**src/dsw_pkg.sv**
```systemverilog
`timescale 1ns / 1ps
// dsw_pkg: shared types, register indexes and the seven-segment table
// for the debounced stopwatch digit. No dependencies.
package dsw_pkg;

  localparam int unsigned CFG_W      = 16;
  localparam int unsigned CFG_IDX_W  = 1;
  localparam int unsigned SEG_W      = 7;
  localparam int unsigned DIGIT_W    = 4;

  localparam logic [CFG_IDX_W-1:0] REG_DEBOUNCE_TICKS = 1'b0;
  localparam logic [CFG_IDX_W-1:0] REG_BEAT_PERIOD    = 1'b1;

  localparam logic [CFG_W-1:0] DEBOUNCE_RST = 16'd1875;
  localparam logic [CFG_W-1:0] BEAT_RST     = 16'd54000;

  typedef struct packed {
    logic [SEG_W-1:0]   segments;
    logic               display_write;
    logic [DIGIT_W-1:0] digit;
    logic               running;
    logic               locked_out;
  } result_t;

  // active low, bit0 = A ... bit6 = G
  function automatic logic [SEG_W-1:0] seg_of(input logic [DIGIT_W-1:0] d);
    logic [SEG_W-1:0] s;
    case (d)
      4'h0:    s = 7'h40;
      4'h1:    s = 7'h79;
      4'h2:    s = 7'h24;
      4'h3:    s = 7'h30;
      4'h4:    s = 7'h19;
      4'h5:    s = 7'h12;
      4'h6:    s = 7'h02;
      4'h7:    s = 7'h78;
      4'h8:    s = 7'h00;
      4'h9:    s = 7'h10;
      4'ha:    s = 7'h08;
      4'hb:    s = 7'h03;
      4'hc:    s = 7'h46;
      4'hd:    s = 7'h21;
      4'he:    s = 7'h06;
      4'hf:    s = 7'h0e;
      default: s = 7'h7f;
    endcase
    return s;
  endfunction

endpackage

```
**src/dsw_core.sv**
```systemverilog
`timescale 1ns / 1ps
// dsw_core: debounce, start/stop control, prescaler and digit counter.
// Produces the result of the current tick combinationally. Uses dsw_pkg.
module dsw_core #(
  parameter int unsigned COUNT_WIDTH = 16,
  parameter int unsigned DIGIT_BITS  = 4
) (
  input  logic                       clk_i,
  input  logic                       rst_ni,
  input  logic                       step_i,
  input  logic                       level_i,
  input  logic [dsw_pkg::CFG_W-1:0]  debounce_ticks_i,
  input  logic [dsw_pkg::CFG_W-1:0]  beat_period_i,
  output dsw_pkg::result_t           result_o
);

  localparam int unsigned CMP_W =
    (COUNT_WIDTH > dsw_pkg::CFG_W) ? COUNT_WIDTH : dsw_pkg::CFG_W;

  logic                   held_q, held_d;
  logic                   lock_q, lock_d;
  logic [COUNT_WIDTH-1:0] lcnt_q, lcnt_d;
  logic                   prev_q;
  logic [COUNT_WIDTH-1:0] pcnt_q, pcnt_d;
  logic [DIGIT_BITS-1:0]  digit_q, digit_d;

  logic                   edge_ok, press_ev, release_ev, acc;
  logic [COUNT_WIDTH-1:0] lcnt_inc, pcnt_base, pcnt_inc;
  logic [DIGIT_BITS-1:0]  digit_base;
  logic [dsw_pkg::DIGIT_W-1:0] digit_lo;

  always_comb begin
    edge_ok    = (level_i != prev_q) && !lock_q;
    press_ev   = edge_ok && !level_i && !held_q;
    release_ev = edge_ok && level_i && held_q;
    acc        = press_ev || release_ev;

    held_d = held_q;
    if (press_ev) begin
      held_d = 1'b1;
    end else if (release_ev) begin
      held_d = 1'b0;
    end

    lcnt_inc = lcnt_q + COUNT_WIDTH'(1);
    lock_d   = lock_q;
    lcnt_d   = lcnt_q;
    if (acc) begin
      lock_d = 1'b1;
      lcnt_d = '0;
    end else if (lock_q) begin
      if (CMP_W'(lcnt_inc) >= CMP_W'(debounce_ticks_i)) begin
        lock_d = 1'b0;
        lcnt_d = '0;
      end else begin
        lcnt_d = lcnt_inc;
      end
    end

    pcnt_base  = press_ev ? '0 : pcnt_q;
    digit_base = press_ev ? '0 : digit_q;
    pcnt_inc   = pcnt_base + COUNT_WIDTH'(1);
    pcnt_d     = pcnt_base;
    digit_d    = digit_base;
    if (held_d && !acc) begin
      if (CMP_W'(pcnt_inc) >= CMP_W'(beat_period_i)) begin
        pcnt_d  = '0;
        digit_d = digit_base + DIGIT_BITS'(1);
      end else begin
        pcnt_d = pcnt_inc;
      end
    end

    // shown digit always equals the digit after the current tick
    digit_lo               = dsw_pkg::DIGIT_W'(digit_d);
    result_o.segments      = dsw_pkg::seg_of(digit_lo);
    result_o.display_write = (digit_d != digit_q);
    result_o.digit         = digit_lo;
    result_o.running       = held_d;
    result_o.locked_out    = lock_d;
  end

  always_ff @(posedge clk_i or negedge rst_ni) begin
    if (!rst_ni) begin
      held_q  <= 1'b0;
      lock_q  <= 1'b1;
      lcnt_q  <= '0;
      prev_q  <= 1'b1;
      pcnt_q  <= '0;
      digit_q <= '0;
    end else if (step_i) begin
      held_q  <= held_d;
      lock_q  <= lock_d;
      lcnt_q  <= lcnt_d;
      prev_q  <= level_i;
      pcnt_q  <= pcnt_d;
      digit_q <= digit_d;
    end
  end

`ifndef NO_ASSERTIONS
  a_idle_count_clear: assert property (@(posedge clk_i) disable iff (!rst_ni)
    !lock_q |-> lcnt_q == '0)
    else $error("lockout count not cleared while unlocked");

  a_state_holds: assert property (@(posedge clk_i) disable iff (!rst_ni)
    !step_i |=> $stable(held_q) && $stable(digit_q) && $stable(lock_q))
    else $error("state moved without a transaction");

  a_press_clears: assert property (@(posedge clk_i) disable iff (!rst_ni)
    step_i && press_ev |=> held_q && lock_q && digit_q == '0 && pcnt_q == '0)
    else $error("press did not restart the stopwatch");
`endif

endmodule

```
**src/debounced_stopwatch_digit.sv**
```systemverilog
`timescale 1ns / 1ps
// debounced_stopwatch_digit: top level with configuration registers and
// the result register. Uses dsw_pkg and dsw_core.
//
// Usage:
//   Input channel (in_valid_i/in_ready_o, button_level_i): one transaction
//   per timebase tick carrying the sampled, active-low button pin.
//   Output channel (out_valid_o/out_ready_i): one result transaction per
//   input transaction: segment pattern, display write flag, digit, running
//   and lockout status after that tick.
//   Configuration: cfg_we_i writes cfg_data_i to register cfg_idx_i
//   (0 debounce ticks, 1 beat period) at the clock edge; write only when idle.
//   out_valid_o rises in the cycle after input acceptance. Throughput is one
//   transaction per cycle when the receiver does not stall, set by the single
//   result register: a new tick is taken in the same cycle the held result
//   is taken. When the receiver stalls, the result is held and in_ready_o
//   drops until it is taken. Reset clears the result register, restores the
//   default register values and puts the button in its lockout period.
module debounced_stopwatch_digit #(
  parameter int unsigned COUNT_WIDTH = 16,
  parameter int unsigned DIGIT_BITS  = 4
) (
  input  logic                              clk_i,
  input  logic                              rst_ni,
  input  logic                              in_valid_i,
  output logic                              in_ready_o,
  input  logic                              button_level_i,
  output logic                              out_valid_o,
  input  logic                              out_ready_i,
  output logic [dsw_pkg::SEG_W-1:0]         segments_o,
  output logic                              display_write_o,
  output logic [dsw_pkg::DIGIT_W-1:0]       digit_o,
  output logic                              running_o,
  output logic                              locked_out_o,
  input  logic                              cfg_we_i,
  input  logic [dsw_pkg::CFG_IDX_W-1:0]     cfg_idx_i,
  input  logic [dsw_pkg::CFG_W-1:0]         cfg_data_i
);

  logic [dsw_pkg::CFG_W-1:0] debounce_q, beat_q;
  logic                      out_valid_q;
  dsw_pkg::result_t          res_d, res_q;
  logic                      accept;

  assign in_ready_o = !out_valid_q || out_ready_i;
  assign accept     = in_valid_i && in_ready_o;

  always_ff @(posedge clk_i or negedge rst_ni) begin
    if (!rst_ni) begin
      debounce_q <= dsw_pkg::DEBOUNCE_RST;
      beat_q     <= dsw_pkg::BEAT_RST;
    end else if (cfg_we_i) begin
      case (cfg_idx_i)
        dsw_pkg::REG_DEBOUNCE_TICKS: debounce_q <= cfg_data_i;
        dsw_pkg::REG_BEAT_PERIOD:    beat_q     <= cfg_data_i;
        default: ;
      endcase
    end
  end

  dsw_core #(
    .COUNT_WIDTH (COUNT_WIDTH),
    .DIGIT_BITS  (DIGIT_BITS)
  ) u_core (
    .clk_i            (clk_i),
    .rst_ni           (rst_ni),
    .step_i           (accept),
    .level_i          (button_level_i),
    .debounce_ticks_i (debounce_q),
    .beat_period_i    (beat_q),
    .result_o         (res_d)
  );

  always_ff @(posedge clk_i or negedge rst_ni) begin
    if (!rst_ni) begin
      out_valid_q <= 1'b0;
    end else if (in_ready_o) begin
      out_valid_q <= in_valid_i;
    end
  end

  always_ff @(posedge clk_i or negedge rst_ni) begin
    if (!rst_ni) begin
      res_q <= '0;
    end else if (accept) begin
      res_q <= res_d;
    end
  end

  assign out_valid_o     = out_valid_q;
  assign segments_o      = res_q.segments;
  assign display_write_o = res_q.display_write;
  assign digit_o         = res_q.digit;
  assign running_o       = res_q.running;
  assign locked_out_o    = res_q.locked_out;

`ifndef NO_ASSERTIONS
  a_accept_gives_result: assert property (@(posedge clk_i) disable iff (!rst_ni)
    accept |=> out_valid_o)
    else $error("accepted transaction produced no result");

  a_empty_is_ready: assert property (@(posedge clk_i) disable iff (!rst_ni)
    !out_valid_q |-> in_ready_o)
    else $error("input stalled with empty result register");

  a_stall_holds: assert property (@(posedge clk_i) disable iff (!rst_ni)
    out_valid_o && !out_ready_i |=> out_valid_o && $stable(res_q))
    else $error("stalled result changed or dropped");
`endif

endmodule

```
**config.mk**
```make
export PLATFORM = sky130hd
export DESIGN_NAME = debounced_stopwatch_digit
export DESIGN_NICKNAME = d
export VERILOG_FILES = /design/src/dsw_pkg.sv /design/src/dsw_core.sv /design/src/debounced_stopwatch_digit.sv
export SDC_FILE = /design/constraint.sdc
export NUM_CORES = 1
export LEC_CHECK = 0
export BUFFER_PORTS_ARGS = -buffer_cell sky130_fd_sc_hd__buf_2
export CORE_AREA = 2 2 144 146
export CTS_BUF_LIST = sky130_fd_sc_hd__clkbuf_4 sky130_fd_sc_hd__clkbuf_8
export DETAILED_ROUTE_END_ITERATION = 12
export DIE_AREA = 0 0 146 148
export GPL_ROUTABILITY_DRIVEN = 0
export MAX_ROUTING_LAYER = met4
export SYNTH_ARGS = -nofsm -noshare
export SYNTH_HDL_FRONTEND = slang
export SYNTH_SLANG_ARGS = --single-unit
```
**constraint.sdc**
```tcl
create_clock -name clk_i -period 14.1 [get_ports clk_i]
set_clock_uncertainty 0.1 [all_clocks]
set_input_delay 1.41 -clock clk_i [delete_from_list [all_inputs] [get_ports clk_i]]
set_output_delay 1.41 -clock clk_i [all_outputs]
set_load 0.02 [all_outputs]
```
==> results by group, run 1 <==
Run status
  – Outcome: finished, final reports clean

Drt
  – Vias per cell: 4.600
  – ANT nets after route: 0
  – Drt pass-1 iters: 5
  – DRC: 0
  – Final WL: 11.42 mm
  – Wire per inst: 13.79 um
  – Vias: 3,809
  – DR iter-0 viols: 331

Global routing
  – Vias in the first global route: 3,755
  – Antenna violations before repair: 0
  – Grt ovf: 0
  – Total GRT Usage: 0.1130
  – Pin count of the biggest net entering global routing: 58
  – First-pass GRT wire length: 18.93 mm

Synthesis
  – Synth Instances: 519
  – Synth cell types: 57
  – Synth Register Bits: 81
  – Post-synth ARST share: 1.000
  – Largest area contributor in the netlist: dfrtp_1
  – Synthesized area: 4951 um2
  – Synth top area cells: dfrtp_1, ha_1, dfstp_2, nand2_1, mux2_2
  – Seq/Total Area, Yosys: 0.4137
  – Syn avg cell area: 9.539 um2
  – Syn Nets: 583
  – Warnings from Yosys: 0
  – Most used flip-flop cell after synthesis: dfrtp_1
  – Post-synth top area share: 0.3235
  – Number of synthesized flops with an enable pin: 0

Setup path
  – Critical path depth: 22
  – Critical Path RT: 14.24 ns
  – Critical setup path kind: in -> reg
  – CP Capture Type: flop
  – CP Launch Type: input port
  – Most frequent CP cell: ha_1
  – Critical path fanouts, max: 14
  – RR Startpoint: u_core.lock_q
  – Crit path buffers/inverters: 2
  – CP delay by family, top: simple AND/OR/NAND/NOR gates
  – WP data arrival: 6.23 ns
  – CP peak stage delay: 0.48 ns
  – Worst reg-to-reg setup slack: 8.53 ns
  – Crit path max-delay cell type: mux2i_1
  – Worst reg2reg path depth: 21
  – CP cell instances: buf_2 > or4b_4 > and2_1 > ha_1 > nand4_1 > or3_1 > nor3_1 > nand3_1 > xor2_1 > nor2_1 > ha_1 > nand2_1 > nor2_1 > o2111ai_1 > o21a_2 > nor2b_1 > mux2i_1 > inv_1 > ha_1 > mux2_2 > nand2_1 > a31oi_1
  – Terminus of the critical flop-to-flop path: segments_o[6]

Die
  – Site Rows: 52
  – Die W: 146 um
  – Top Ports: 39
  – Core Box Area: 20,040 um2
  – Die extent in y: 148 um
  – Die area: 21,610 um2
  – Initial Util: 0.2471

Pwr
  – Power density over the cells: 116.3 nW/um2
  – VDD IR max: 0.03937 mV
  – LEAKAGE: 2.650 nW

Timing
  – Slew @ Worst Pin: 1.070 ns
  – Setup TNS: 0 ns
  – Pins Over Slew Limit: 0
  – RSZ-0062 raised after global routing: false
  – Final hold violations: 0
  – Endpoints failing setup: 0
  – Fmax: 164.1 MHz
  – Worst relative slew slack: 0.2867
  – Worst Hold Slack: 0.3854 ns
  – Final worst path period need: 6.095 ns
  – Final period util: 0.4323

Flow run
  – # Max-Cap Violations: 0

Finish
  – Area delta synth->final: 14.61%
  – Ant diodes: 0
  – Share of layout cells above drive strength 1: 0.1882
  – Core Util, Final: 0.2832
  – Fillers: 2,158
  – Final #Nets: 617

Clock network
  – CTS Hold Bufs: 0
  – CTS Buf Count: 9
  – Clock latency on the worst-skew pair: 0.38 ns
  – Root Buffer: clkbuf_8
  – Htree depth: 3
  – Post-CTS Setup Inserts: 0
  – Clock tree from TritonCTS: yes
  – Reg clk slew, reported paths: 0.09 ns
  – Sink Count: 81
  – CTS max path bufs: 2
  – Post-CTS Resized: 0

Worst hold path
  – Hold path cells: 1
  – WHS Endpoint: locked_out_o
  – Hold WC Path Type: reg -> reg
  – Worst Hold Launch: locked_out_o

Placement
  – IO Port Bufs: 38
  – HPWL Detailed: 8.239 mm
==> worst reg2reg max path: cells and delay by family (launching register included) <==
kind | cells | cell delay (ns)
XOR/XNOR | 1 | 0.14
buffers and inverters | 1 | 0.18
multiplexers | 2 | 0.75
AND/OR/NAND/NOR | 11 | 2.19
AO/OA/AOI/OAI | 3 | 0.69
adder cells (fa/ha/maj) | 3 | 0.76
flip-flops | 1 | 0.63
==> cell type report <==
type                    count  area [um2]  area share
multi-input cells         380        2668      0.4701
flip-flops and latches     81        2048      0.3610
well taps                 270       337.8     0.05954
repair buffers             43       230.2     0.04057
inverters                  38       142.6     0.02514
clock buffers               9       123.9     0.02183
clock inverters             7       123.9     0.02183
==> layer usage <==
metal | track usage | routed length (um) | vias up
met5 | - | 0 | -
met4 | 0.04417 | 291 | 0
met3 | 0.02284 | 240 | 18
met2 | 0.1863 | 5508 | 34
li1 | - | - | 1913
met1 | 0.1365 | 5380 | 1844
==> registers in the layout, indices dropped and copies added, names as in the netlist <==
register         count
display_write_o      1
debounce_q          16
locked_out_o         1
segments_o           7
u_core.lock_q        1
u_core.digit_q       4
u_core.pcnt_q       16
u_core.lcnt_q       16
beat_q              16
u_core.prev_q        1
u_core.held_q        1
out_valid_o          1
==> layout by cell type, fill, tap and decap left out, drive strengths merged, types with 13 or more instances in the layout <==
cell type  Yosys  final
buf            4     43
a21oi         18     18
ha            41     41
inv           38     41
dfrtp         64     64
nand2         65     65
xnor2         14     14
nor2          24     24
nand3         17     17
dfstp         17     17
o21ai         42     42
a21o          13     13
mux2          19     19
a22o          20     20
==> kinds of logic after synthesis <==
group,count (synthesis),synth area share
compound gates,133,0.1837
fa+ha+maj,41,0.1036
flops,81,0.4137
mux,22,0.04928
xor+xnor,25,0.04423
buf+inv,58,0.04802
simple gates,159,0.1574
==> metrics by stage <==
stage | instance area, um2 | std cells | setup WS (ns) | total power [mW]
after floorplan | 4951 | 519 | 8.277 | 0.3997
after global placement | 5426 | 812 | 7.829 | 0.4435
after detailed placement | 5426 | 812 | 7.670 | 0.4463
after CTS | 5674 | 828 | 8.068 | 0.6659
after global routing | 5674 | 828 | 7.600 | 0.6987
final | 5674 | 828 | 8.005 | 0.6597
==> synthesized netlist by cell type, drive strengths merged (14+ instances only) <==
cell	instances
clkbuf	16
nand2	65
nor2	24
a22o	20
nand3	17
ha	41
dfrtp	64
mux2	19
dfstp	17
o21ai	42
xnor2	14
inv	38
a21oi	18
==> how the worst max path moves through the flow <==
stage,slack (ns),start,endpoint
2_1_floorplan,8.28,button_level_i,segments_o[5]
3_3_place_gp,7.83,button_level_i,segments_o[6]
3_5_place_dp,7.67,button_level_i,segments_o[5]
4_1_cts,8.07,button_level_i,segments_o[5]
5_1_grt,7.60,button_level_i,segments_o[6]
6_report,8.00,button_level_i,segments_o[6]
==> power by group <==
part           switching, mW  total, mW  leakage (nW)  internal [mW]
Combinational         0.0880      0.154          1.52         0.0664
Clock                 0.0984      0.218         0.121          0.120
Sequential            0.0231      0.287          1.01          0.264
Total                  0.209      0.660          2.65          0.450
Note: power is estimated with default switching activity, not from simulation.
==> inputs of run 2 (changes only) <==
- ABC_AREA: unset -> 1
- CORE_AREA: 2 2 144 146 -> 2 2 151 153
- DIE_AREA: 0 0 146 148 -> 0 0 153 155
- clock period: 14.1 -> 5.9 ns (I/O delays scaled with it)
==> run 2 against run 1 <==
Combinational power increased to 8.4 times the previous value; total power increased to 4.1 times the previous value; core utilization decreased by 0.58 points; sequential share of layout area decreased by 2.9 points; global-route usage increased by 0.48 points; final cell count increased by 29%; register-to-register slack got worse by 7.2 ns; critical path depth increased by 5; final area increased by 8.6%; die area increased by 9.8%; hold slack got worse by 0.37 ns; via count increased by 24%.
==> results by group, run 2 <==
Global routing
  – Total GRT Usage: 0.1178
  – M3 GR Usage: 0.02089
  – Met2 Track Usage GR: 0.1911
  – Grt ovf: 0
  – Met1 Use GR: 0.1503
  – Vias in the first global route: 4,599
  – Antenna violations before repair: 0
  – Pin count of the biggest net entering global routing: 56
  – Gr busiest metal: met2
  – First-pass GRT wire length: 22.25 mm

Synthesis
  – Post-synth top area share: 0.2955
  – Syn Nets: 811
  – Synth top area cells: dfrtp_1, nand2_1, ha_1, inv_1, dfstp_2
  – Number of synthesized flops with an enable pin: 0
  – Most frequent cell after synthesis: nand2_1
  – Synth Register Bits: 81
  – Synthesized area: 5419 um2
  – Seq/Total Area, Yosys: 0.3780
  – Synth Area in Compound Gates: 0.1018
  – Synth Area in Adders: 0.09467
  – Largest area contributor in the netlist: dfrtp_1
  – Post-synthesis mux area share: 0
  – Main combinational cell family by area after synthesis: simple AND/OR/NAND/NOR gates
  – Post-Synth Simple-Gate Area: 0.2893
  – Most used flip-flop cell after synthesis: dfrtp_1
  – Synth Instances: 747
  – Syn avg cell area: 7.254 um2
  – Post-synth ARST share: 1.000
  – Synth cell types: 40
  – Synth Area in XOR/XNOR: 0.03071
  – Warnings from Yosys: 0
  – Top cells by count, synth: nand2_1, inv_1, dfrtp_1

Die
  – Die W: 153 um
  – Die extent in y: 155 um
  – Die area: 23,720 um2
  – Initial Util: 0.2438
  – Top Ports: 39
  – Site Rows: 55
  – Core Box Area: 22,230 um2

Timing
  – Worst Hold Slack: 0.01996 ns
  – Worst relative slew slack: 0.3688
  – Final period util: 0.7766
  – Endpoints failing setup: 0
  – Fmax: 218.3 MHz
  – Setup TNS: 0 ns
  – RSZ-0062 raised after global routing: false
  – Slew @ Worst Pin: 0.9445 ns
  – Final worst path period need: 4.582 ns
  – Pins Over Slew Limit: 0
  – Final hold violations: 0

Clock network
  – CTS Buf Count: 9
  – Sink Count: 81
  – CTS max path bufs: 2
  – Post-CTS Setup Inserts: 0
  – Reg clk slew, reported paths: 0.09 ns
  – Clock tree from TritonCTS: yes
  – Root Buffer: clkbuf_8
  – Htree depth: 3
  – Clock latency on the worst-skew pair: 0.37 ns
  – CTS Hold Bufs: 0
  – Post-CTS Resized: 0

Finish
  – Area delta synth->final: 13.76%
  – Commonest non-fill, non-tap cell in the layout: nand2_1
  – Fillers: 2,427
  – Final #Nets: 844
  – Most frequent cells in the layout: nand2_1, inv_1, dfrtp_1, o21ai_0, nor2_1
  – Share of layout cells above drive strength 1: 0.1236
  – Ant diodes: 0
  – Finished Cell Area: 6165 um2

Run status
  – Outcome: finished, final reports clean

Placement
  – Post-place instance area: 5896 um2
  – HPWL Detailed: 9.535 mm
  – IO Port Bufs: 38

Drt
  – Vias per cell: 4.405
  – Vias: 4,713
  – ANT nets after route: 0
  – Wire per inst: 12.05 um
  – DR iter-0 viols: 351
  – Final WL: 12.89 mm
  – DRC: 0
  – Drt pass-1 iters: 5

Pwr
  – LEAKAGE: 3.238 nW
  – VDD IR max: 0.1296 mV
  – Total Power: 2.702 mW
  – Power density over the cells: 438.2 nW/um2

Worst hold path
  – Hold WC Path Type: in -> async

Setup path
  – Worst reg-to-reg setup slack: 1.32 ns
  – WP data arrival: 4.74 ns
  – CP Capture Type: flop
  – Critical Path RT: 6.06 ns
  – Critical setup path kind: reg -> reg
  – CP Launch Type: flop
  – Critical path fanouts, max: 12

Flow run
  – # Max-Cap Violations: 0
==> run 2: changes by cell type in the layout (fill, tap and decap cells not counted), sizes merged, moves of 19 or more <==
cell	change
nor2	+35
inv	+84
mux2	-19
nand2	+154
nand3	+30
a22o	-20
==> run 2: layout make-up <==
type	instances	area (um2)	share of cell area
well taps	285	356.6	0.05784
clock inverters	6	137.6	0.02233
inverters	125	469.2	0.07611
repair buffers	42	222.7	0.03613
multi-input cells	521	2799	0.4540
flip-flops and latches	81	2048	0.3323
clock buffers	10	131.4	0.02131
==> run 2: worst max-delay path, cell delays in order (launching register included) <==
cell,delay (ns)
dfstp_2,0.58
nand3_2,0.09
nor2_2,0.61
nor2_1,0.14
ha_1,0.27
nand3_1,0.18
xor2_1,0.27
inv_1,0.08
ha_1,0.27
nand2_1,0.06
inv_1,0.04
nand2_1,0.07
nor2_1,0.05
nor2_1,0.08
nand2_1,0.08
nand2_1,0.12
nand2_1,0.24
nand2_1,0.18
nand2_1,0.06
nand2_1,0.20
inv_1,0.12
ha_1,0.21
nand3_1,0.12
nand2_1,0.06
nand2_1,0.05
nand2_1,0.05
nand2_1,0.05
nand2_1,0.05
==> run 2: worst paths after layout <==
kind | to | depth (start not counted) | from
max in group asynchronous | u_core.pcnt_q[13] | 2 | rst_ni
max reg2reg | segments_o[5] | 27 | u_core.prev_q
min | debounce_q[7] | 1 | rst_ni
min in group clk_i | beat_q[7] | 3 | cfg_data_i[7]
min reg2reg | segments_o[4] | 2 | segments_o[4]
max | segments_o[5] | 27 | u_core.prev_q
==> run 2: layer usage <==
metal  vias to the layer above  wire length, um
met1                      2178             6202
met4                         0              231
li1                       2444                -
met2                        75             6090
met3                        16              365
met5                         -                0
==> run 2: report_power, final <==
part / switching (mW) / internal, mW
sequential: 0.133 / 0.722
clock: 0.221 / 0.331
combinational: 0.838 / 0.456
==> run 2: kinds of logic (layout without fill, tap and decap cells) <==
kind of cell               Yosys count  count (layout)
and+or+nand+nor                    361             361
buffers and inverters              145             183
AOI/OAI and AO/OA                  100             100
DFF                                 81              81
adders and majority gates           41              41
xor gates and xnor gates            19              19
==> run 2: metrics by stage <==
| stage | cells | utilization | setup slack, ns |
|---|---|---|---|
| after floorplan | 747 | - | 2.101 |
| after global placement | 1054 | 0.2652 | 1.259 |
| after detailed placement | 1054 | 0.2652 | 1.090 |
| after CTS | 1070 | 0.2773 | 1.255 |
| after global routing | 1070 | 0.2773 | 0.7954 |
| final | 1070 | 0.2773 | 1.318 |
